$ cat config.mk
export PLATFORM = sky130hd
export DESIGN_NAME = ranrot_keystream_byte_cipher
export DESIGN_NICKNAME = d
export VERILOG_FILES = /design/src/design/rrkc_pkg.sv /design/src/design/rrkc_ram.sv /design/src/design/rrkc_dpath.sv /design/src/design/rrkc_ctrl.sv /design/src/design/ranrot_keystream_byte_cipher.sv
export SDC_FILE = /design/constraint.sdc
export NUM_CORES = 2
export LEC_CHECK = 0
export ABC_CLOCK_PERIOD_IN_PS = 13000
export BUFFER_PORTS_ARGS = -buffer_cell sky130_fd_sc_hd__clkbuf_2
export CAP_MARGIN = 30
export CORE_AREA = 2 2 324 246
export CTS_CLUSTER_SIZE = 10
export DETAILED_ROUTE_END_ITERATION = 7
export DIE_AREA = 0 0 326 248
export PLACE_DENSITY = 0.8
export SKIP_CTS_REPAIR_TIMING = 1
export SLEW_MARGIN = 20
export SYNTH_ARGS = -nofsm -noshare
export SYNTH_HDL_FRONTEND = slang
export SYNTH_SLANG_ARGS = --single-unit
$ cat constraint.sdc
create_clock -name clk -period 13 [get_ports clk]
set_input_delay 2.6 -clock clk [delete_from_list [all_inputs] [get_ports clk]]
set_output_delay 2.6 -clock clk [all_outputs]
set_load 0.01 [all_outputs]
$ cat src/design/rrkc_pkg.sv
// ----------------------------------------------------------------------------
// rrkc_pkg
// Shared types and constants for the lag-table keystream byte cipher.
// ----------------------------------------------------------------------------
package rrkc_pkg;

  // Lag table geometry.
  localparam int unsigned LAG_LEN = 17;
  localparam int unsigned IDX_W   = 5;
  localparam logic [IDX_W-1:0] LAG_TOP = 5'd16;
  localparam logic [IDX_W-1:0] START_A = 5'd0;
  localparam logic [IDX_W-1:0] START_B = 5'd10;

  // Seed expansion multiplier.
  localparam logic [31:0] SEED_MULT = 32'h53A9_B4FB;

  // Generator steps run after a reseed, and per byte.
  localparam logic [IDX_W-1:0] WARMUP_STEPS   = 5'd9;
  localparam logic [IDX_W-1:0] STEPS_PER_BYTE = 5'd2;

  // Commands from the controller to the datapath.
  typedef struct packed {
    logic             load;       // capture the accepted input word
    logic             seed_step;  // write one expanded seed word
    logic [IDX_W-1:0] seed_addr;  // table entry for that seed word
    logic             step;       // run one generator step
    logic             load_out;   // move the result into the output register
  } cmd_t;

  // Status from the datapath to the controller.
  typedef struct packed {
    logic out_valid;
  } status_t;

endpackage

$ cat src/design/rrkc_ram.sv
// ----------------------------------------------------------------------------
// rrkc_ram
// Generic RAM: one write port, two read ports, registered read data.
// ----------------------------------------------------------------------------
module rrkc_ram #(
  parameter int unsigned WIDTH = 32,
  parameter int unsigned DEPTH = 17
) (
  input  logic                     clk,
  input  logic                     we,
  input  logic [$clog2(DEPTH)-1:0] waddr,
  input  logic [WIDTH-1:0]         wdata,
  input  logic [$clog2(DEPTH)-1:0] raddr_a,
  input  logic [$clog2(DEPTH)-1:0] raddr_b,
  output logic [WIDTH-1:0]         rdata_a,
  output logic [WIDTH-1:0]         rdata_b
);

  logic [WIDTH-1:0] mem [DEPTH];

  // Write port.
  always_ff @(posedge clk) begin
    if (we) begin
      mem[waddr] <= wdata;
    end
  end

  // Registered read ports.
  always_ff @(posedge clk) begin
    rdata_a <= mem[raddr_a];
    rdata_b <= mem[raddr_b];
  end

endmodule

$ cat src/design/rrkc_dpath.sv
// ----------------------------------------------------------------------------
// rrkc_dpath
// Datapath: lag table, seed expander, generator step and output register.
// ----------------------------------------------------------------------------
module rrkc_dpath (
  input  logic                   clk,
  input  logic                   rst,
  input  rrkc_pkg::cmd_t         cmd,
  output rrkc_pkg::status_t      status,
  input  logic                   first_byte,
  input  logic [31:0]            seed,
  input  logic [7:0]             data_in,
  input  logic                   out_ready,
  output logic                   out_valid,
  output logic [7:0]             data_out
);

  logic [7:0]                     data_hold;
  logic [31:0]                    seed_word;
  logic [31:0]                    seed_word_next;
  logic [rrkc_pkg::IDX_W-1:0]     index_a;
  logic [rrkc_pkg::IDX_W-1:0]     index_b;
  logic [rrkc_pkg::IDX_W-1:0]     index_a_next;
  logic [rrkc_pkg::IDX_W-1:0]     index_b_next;
  logic [rrkc_pkg::IDX_W-1:0]     raddr_a;
  logic [rrkc_pkg::IDX_W-1:0]     raddr_b;
  logic [rrkc_pkg::LAG_LEN-1:0]   entry_valid;
  logic                           rvalid_a;
  logic                           rvalid_b;
  logic [31:0]                    rdata_a;
  logic [31:0]                    rdata_b;
  logic [31:0]                    word_a;
  logic [31:0]                    word_b;
  logic [31:0]                    gen_word;
  logic [7:0]                     key;
  logic                           we;
  logic [rrkc_pkg::IDX_W-1:0]     waddr;
  logic [31:0]                    wdata;

  // Indices count down and wrap from zero to the top entry.
  assign index_a_next = (index_a == '0) ? rrkc_pkg::LAG_TOP : index_a - 1'b1;
  assign index_b_next = (index_b == '0) ? rrkc_pkg::LAG_TOP : index_b - 1'b1;

  // While a step retires, the next step's operands are already being read.
  assign raddr_a = cmd.step ? index_a_next : index_a;
  assign raddr_b = cmd.step ? index_b_next : index_b;

  // Seed expansion: s = 1 - s * multiplier, low 32 bits.
  assign seed_word_next = 32'd1 - (seed_word * rrkc_pkg::SEED_MULT);

  // Entries never written since reset read as zero.
  assign word_a   = rvalid_a ? rdata_a : '0;
  assign word_b   = rvalid_b ? rdata_b : '0;
  assign gen_word = {word_a[22:0], word_a[31:23]} + {word_b[18:0], word_b[31:19]};

  // One write port shared by seeding and generator steps.
  assign we    = cmd.seed_step | cmd.step;
  assign waddr = cmd.seed_step ? cmd.seed_addr : index_a;
  assign wdata = cmd.seed_step ? seed_word_next : gen_word;

  rrkc_ram #(
    .WIDTH(32),
    .DEPTH(rrkc_pkg::LAG_LEN)
  ) u_lag_ram (
    .clk    (clk),
    .we     (we),
    .waddr  (waddr),
    .wdata  (wdata),
    .raddr_a(raddr_a),
    .raddr_b(raddr_b),
    .rdata_a(rdata_a),
    .rdata_b(rdata_b)
  );

  // Per-entry valid bits and the valid flags that travel with the read data.
  always_ff @(posedge clk) begin
    if (rst) begin
      entry_valid <= '0;
      rvalid_a    <= 1'b0;
      rvalid_b    <= 1'b0;
    end else begin
      if (we) begin
        entry_valid[waddr] <= 1'b1;
      end
      rvalid_a <= entry_valid[raddr_a];
      rvalid_b <= entry_valid[raddr_b];
    end
  end

  // Generator indices.
  always_ff @(posedge clk) begin
    if (rst) begin
      index_a <= '0;
      index_b <= '0;
    end else if (cmd.load && first_byte) begin
      index_a <= rrkc_pkg::START_A;
      index_b <= rrkc_pkg::START_B;
    end else if (cmd.step) begin
      index_a <= index_a_next;
      index_b <= index_b_next;
    end
  end

  // Input word, seed chain and keystream byte.
  always_ff @(posedge clk) begin
    if (cmd.load) begin
      data_hold <= data_in;
      seed_word <= seed;
    end else if (cmd.seed_step) begin
      seed_word <= seed_word_next;
    end
    if (cmd.step) begin
      key <= gen_word[31:24];
    end
  end

  // Output register.
  always_ff @(posedge clk) begin
    if (rst) begin
      out_valid <= 1'b0;
    end else if (cmd.load_out) begin
      out_valid <= 1'b1;
    end else if (out_ready) begin
      out_valid <= 1'b0;
    end
  end

  always_ff @(posedge clk) begin
    if (cmd.load_out) begin
      data_out <= data_hold ^ key;
    end
  end

  assign status.out_valid = out_valid;

`ifndef SYNTHESIS
  // The indices never leave the table.
  a_index_range: assert property (@(posedge clk) disable iff (rst)
    index_a <= rrkc_pkg::LAG_TOP && index_b <= rrkc_pkg::LAG_TOP)
    else $error("generator index out of range");

  // A result moved to the output register is presented next cycle.
  a_load_out: assert property (@(posedge clk) disable iff (rst)
    cmd.load_out |=> out_valid)
    else $error("output word lost");

  // A waiting output word stays valid and unchanged until it is taken.
  a_out_hold: assert property (@(posedge clk) disable iff (rst)
    out_valid && !out_ready |=> out_valid && $stable(data_out))
    else $error("output word changed while waiting");
`endif

endmodule

$ cat src/design/rrkc_ctrl.sv
// ----------------------------------------------------------------------------
// rrkc_ctrl
// Controller: sequences seeding, generator steps and the output handoff.
// ----------------------------------------------------------------------------
module rrkc_ctrl (
  input  logic                  clk,
  input  logic                  rst,
  input  logic                  in_valid,
  output logic                  in_ready,
  input  logic                  first_byte,
  input  logic                  out_ready,
  input  rrkc_pkg::status_t     status,
  output rrkc_pkg::cmd_t        cmd
);

  localparam logic [2:0] ST_IDLE = 3'd0;
  localparam logic [2:0] ST_SEED = 3'd1;
  localparam logic [2:0] ST_READ = 3'd2;
  localparam logic [2:0] ST_STEP = 3'd3;
  localparam logic [2:0] ST_DONE = 3'd4;

  logic [2:0]                 state;
  logic [2:0]                 state_next;
  logic [rrkc_pkg::IDX_W-1:0] cnt;
  logic [rrkc_pkg::IDX_W-1:0] cnt_next;
  logic                       accept;

  assign in_ready = (state == ST_IDLE);
  assign accept   = in_valid && in_ready;

  // Next-state and command decode.
  always_comb begin
    state_next     = state;
    cnt_next       = cnt;
    cmd            = '0;
    cmd.seed_addr  = cnt;
    case (state)
      ST_IDLE: begin
        if (accept) begin
          cmd.load = 1'b1;
          if (first_byte) begin
            state_next = ST_SEED;
            cnt_next   = '0;
          end else begin
            state_next = ST_READ;
            cnt_next   = rrkc_pkg::STEPS_PER_BYTE - 1'b1;
          end
        end
      end
      ST_SEED: begin
        cmd.seed_step = 1'b1;
        if (cnt == rrkc_pkg::LAG_TOP) begin
          state_next = ST_READ;
          cnt_next   = rrkc_pkg::WARMUP_STEPS + rrkc_pkg::STEPS_PER_BYTE - 1'b1;
        end else begin
          cnt_next = cnt + 1'b1;
        end
      end
      ST_READ: begin
        state_next = ST_STEP;
      end
      ST_STEP: begin
        cmd.step = 1'b1;
        if (cnt == '0) begin
          state_next = ST_DONE;
        end else begin
          cnt_next = cnt - 1'b1;
        end
      end
      ST_DONE: begin
        if (!status.out_valid || out_ready) begin
          cmd.load_out = 1'b1;
          state_next   = ST_IDLE;
        end
      end
      default: begin
        state_next = ST_IDLE;
      end
    endcase
  end

  always_ff @(posedge clk) begin
    if (rst) begin
      state <= ST_IDLE;
      cnt   <= '0;
    end else begin
      state <= state_next;
      cnt   <= cnt_next;
    end
  end

`ifndef SYNTHESIS
  // A word that carries the first-byte flag always starts a reseed.
  a_first_seeds: assert property (@(posedge clk) disable iff (rst)
    accept && first_byte |=> state == ST_SEED)
    else $error("first byte did not start reseed");

  // The last generator step hands over to the output stage.
  a_step_done: assert property (@(posedge clk) disable iff (rst)
    state == ST_STEP && cnt == '0 |=> state == ST_DONE)
    else $error("step sequence did not finish");

  // The output register is never overwritten while its word waits.
  a_no_overwrite: assert property (@(posedge clk) disable iff (rst)
    cmd.load_out |-> !status.out_valid || out_ready)
    else $error("output word overwritten");
`endif

endmodule

$ cat src/design/ranrot_keystream_byte_cipher.sv
// ----------------------------------------------------------------------------
// ranrot_keystream_byte_cipher
// XOR keystream byte cipher driven by a lag-table rotate-add generator.
// ----------------------------------------------------------------------------
//
//   channel  handshake           payload
//   input    in_valid/in_ready   first_byte, seed[31:0], data_in[7:0]
//   output   out_valid/out_ready data_out[7:0]
//
// A word without the first-byte flag reaches the output register through a table
// read, two generator steps and a handoff. The flag first adds seed expansion of
// all 17 table entries and 9 warm-up steps.
// The next word can be accepted from the cycle after the handoff, not before;
// a result held while out_ready is low stalls the next handoff.
// Reset clears the indices and the table valid bits, so the table reads as zero.
// ----------------------------------------------------------------------------
module ranrot_keystream_byte_cipher (
  input  logic        clk,
  input  logic        rst,
  input  logic        in_valid,
  output logic        in_ready,
  input  logic        first_byte,
  input  logic [31:0] seed,
  input  logic [7:0]  data_in,
  output logic        out_valid,
  input  logic        out_ready,
  output logic [7:0]  data_out
);

  rrkc_pkg::cmd_t    cmd;
  rrkc_pkg::status_t status;

  rrkc_ctrl u_ctrl (
    .clk       (clk),
    .rst       (rst),
    .in_valid  (in_valid),
    .in_ready  (in_ready),
    .first_byte(first_byte),
    .out_ready (out_ready),
    .status    (status),
    .cmd       (cmd)
  );

  rrkc_dpath u_dpath (
    .clk       (clk),
    .rst       (rst),
    .cmd       (cmd),
    .status    (status),
    .first_byte(first_byte),
    .seed      (seed),
    .data_in   (data_in),
    .out_ready (out_ready),
    .out_valid (out_valid),
    .data_out  (data_out)
  );

endmodule
==> impl_metrics.toml <==
[cts]
h-tree-depth = 3
clkSlewWorstSetupHoldPaths_ps = 60
cts_tree = "done"
cts_inserted_buffers = 81
cts-root-buf = "clkbuf_16"
cts.sink_count = 702
clockBufferDepth = 3
clkLatencyLatePin_ps = 660

[sta]
hold_violations = 0
period_needed_ps = 8280
setup_viol = 0
tightest_slew_ps = 1030
fmax_ghz = 0.121
finalWorstSetupSlack_ps = 4720
period_share_pct = 63.7
fin_skew_ps = 47.1
rsz0062_at_grt = "false"
fin_tns_setup_ps = 0
slew_viol_final = 0
slew_headroom_pct = 31.0

[routing]
wl_per_cell_um = 26.4
routed-via-count = 27800
routed_via_density = 6.33
drc_errors = 0
ant_nets = 0
firstDrtPassIters = 7
drt_wl_total_um = 116000
drtIter0Drc = 3770

[synth]
synth_commonest_cells = "600 x edfxtp_1, 486 x inv_1, 273 x ha_1"
synth_warnings = 0
synth_top_family_by_area = "adder cells"
synth_fa_ha_area_share_pct = 18.4
synth-compound-area-share_pct = 7.48
syn_area_per_cell_sq_um = 13.5
syn-cell-area_sq_mm = 0.0433
synthSimpleGateAreaFrac_pct = 5.52
yosysSeqAreaShare_pct = 46.4
yosysTopAreaCellShare_pct = 41.6
yosysMostFrequentCell = "edfxtp_1"
netlist.top_cell.by_area = "edfxtp_1"
syn-num-nets = 3758
synth_edf_count = 600
synth_xor_area_share_pct = 2.17
muxShareOfSynthArea_pct = 14.2
ys.flop_type = "edfxtp_1"
netlist_instances = 3212
synthTopCellsByArea = "edfxtp_1 42%, mux4_2 14%, fa_1 11%"
ys_types = 77
ys_seq_elements = 702
async_reset_ff_share_pct = 0

[floorplanning]
start_util_pct = 55.6
num_rows = 89
ioPinCount = 55
fp.dieW_um = 326
die_area_sq_mm = 0.0808
core_area_sq_mm = 0.0778
dieHeight_um = 248

[global_route]
grt_util_met2_pct = 46.0
grtUsageTotal_pct = 29.3
grt.busiest_layer = "met2"
grt_pass1_vias = 28200
grt_remaining_overflow = 0
grt.met3_usage_pct = 6.84
antenna_found_initial = 3
grt_util_met1_pct = 39.8
grt_max_degree = 135
grt_pass1_wl_um = 175000

[final_layout]
drive_above_1_share_pct = 18.1
finalNonFillerCells = 4397
area_delta_synth_final_pct = 9.71
nets = 3826

[placed_design]
io_buffers = 54
pre_cts_ws_ps = 4600
hpwl_um = 74100
placedCellCount = 4239
routabilityCongestion = 0.951

[setup_path]
start_kind = "register"
worst-setup-path-type = "reg2reg"
end_kind = "register"
critPathMaxFanout = 10
required_ps = 13500
worstPathArrival_ps = 8780

[hold_path]
hp-class = "reg2reg"

[run_status]
status = "complete, no violations"

[run]
drv_cap = 0
## sequential cells by signal, indices dropped and copies added, names as in the netlist
register / count
u_dpath.rvalid_a: 1
u_dpath.u_lag_ram.mem: 544
u_dpath.entry_valid: 17
u_dpath.key: 8
u_dpath.out_valid: 1
u_dpath.u_lag_ram.rdata_b: 32
u_dpath.data_out: 8
u_dpath.seed_word: 32
u_dpath.u_lag_ram.rdata_a: 32
u_dpath.rvalid_b: 1
u_dpath.index_a: 5
u_ctrl.cnt: 5
u_ctrl.state: 3
u_dpath.index_b: 5
u_dpath.data_hold: 8
## cells in the final DEF (no fill, tap or decap), types with 12 or more instances in the layout
cell type    n
a221oi_1    16
xor2_1      45
o21ai_0     55
nor2_1     151
fa_1       228
ha_1       273
nor3_1      17
a221oi_2    53
a21o_1      29
xnor2_1     61
clkbuf_2    54
a21oi_1    201
inv_1      486
mux4_2     264
clkbuf_16   82
nor2_4      17
edfxtp_1   600
nand2_1    222
mux2_2      12
nand2b_1    13
dfxtp_1    102
clkbuf_1    57
o21ai_1     16
buf_4       67
and2_1      63
## critical path, cell delays in order (launching register included)
cell	delay (ps)
edfxtp_1	590
ha_1	450
ha_1	340
ha_1	190
nor2_1	260
xor2_1	190
ha_1	160
nor2_1	60
fa_1	510
inv_1	60
fa_1	500
fa_1	460
fa_1	520
inv_1	50
fa_1	480
inv_1	50
ha_1	320
and4_1	250
and2_1	180
a221oi_1	390
nand2_1	110
a21oi_1	240
o21ai_1	130
a221oi_1	390
xor2_1	190
a21oi_1	790
buf_4	300
## area by class of cell
class	instances	area, sq um
antenna	2	5.00
clock buffer	142	2310
clock inverter	10	156
fill	5596	30400
inverter	487	1830
multi-input combinational	1881	20900
sequential	702	20100
tap	1046	1310
timing repair buffer	127	923
## per-layer routing
metal  share of wire (%)  wire length (um)
met5                   0                 0
met2                  46             53600
met4                 4.0              4700
met1                  37             43600
met3                  12             14400
## final timing paths
check | start | end | slack, ps | cells after the start
hold / removal | u_dpath.entry_valid[3] | u_dpath.entry_valid[3] | 490 | 2
setup reg to reg | u_dpath.seed_word[3] | u_dpath.u_lag_ram.mem[13][29] | 4720 | 26
hold reg to reg | u_dpath.entry_valid[3] | u_dpath.entry_valid[3] | 490 | 2
setup / recovery | u_dpath.seed_word[3] | u_dpath.u_lag_ram.mem[13][29] | 4720 | 26
## kinds of logic after synthesis
| logic type | Yosys count |
|---|---|
| AOI/OAI and AO/OA | 456 |
| adders and majority gates | 501 |
| xor gates and xnor gates | 107 |
| muxes | 280 |
| DFF | 702 |
| and+or+nand+nor | 537 |
| buffers and inverters | 629 |
## metrics by stage
| stage | hold WS (ps) | util (%) | area, sq um |
|---|---|---|---|
| floorplan | 452 | - | 43300 |
| global placement | 465 | 57.5 | 44800 |
| detailed placement | 479 | 57.7 | 44900 |
| CTS | 491 | 60.9 | 47400 |
| global route | 519 | 61.0 | 47500 |
| finish | 493 | 61.0 | 47500 |
Power is not shown: default switching activity piles up to over one toggle a cycle in this logic, so the estimate is an artifact.
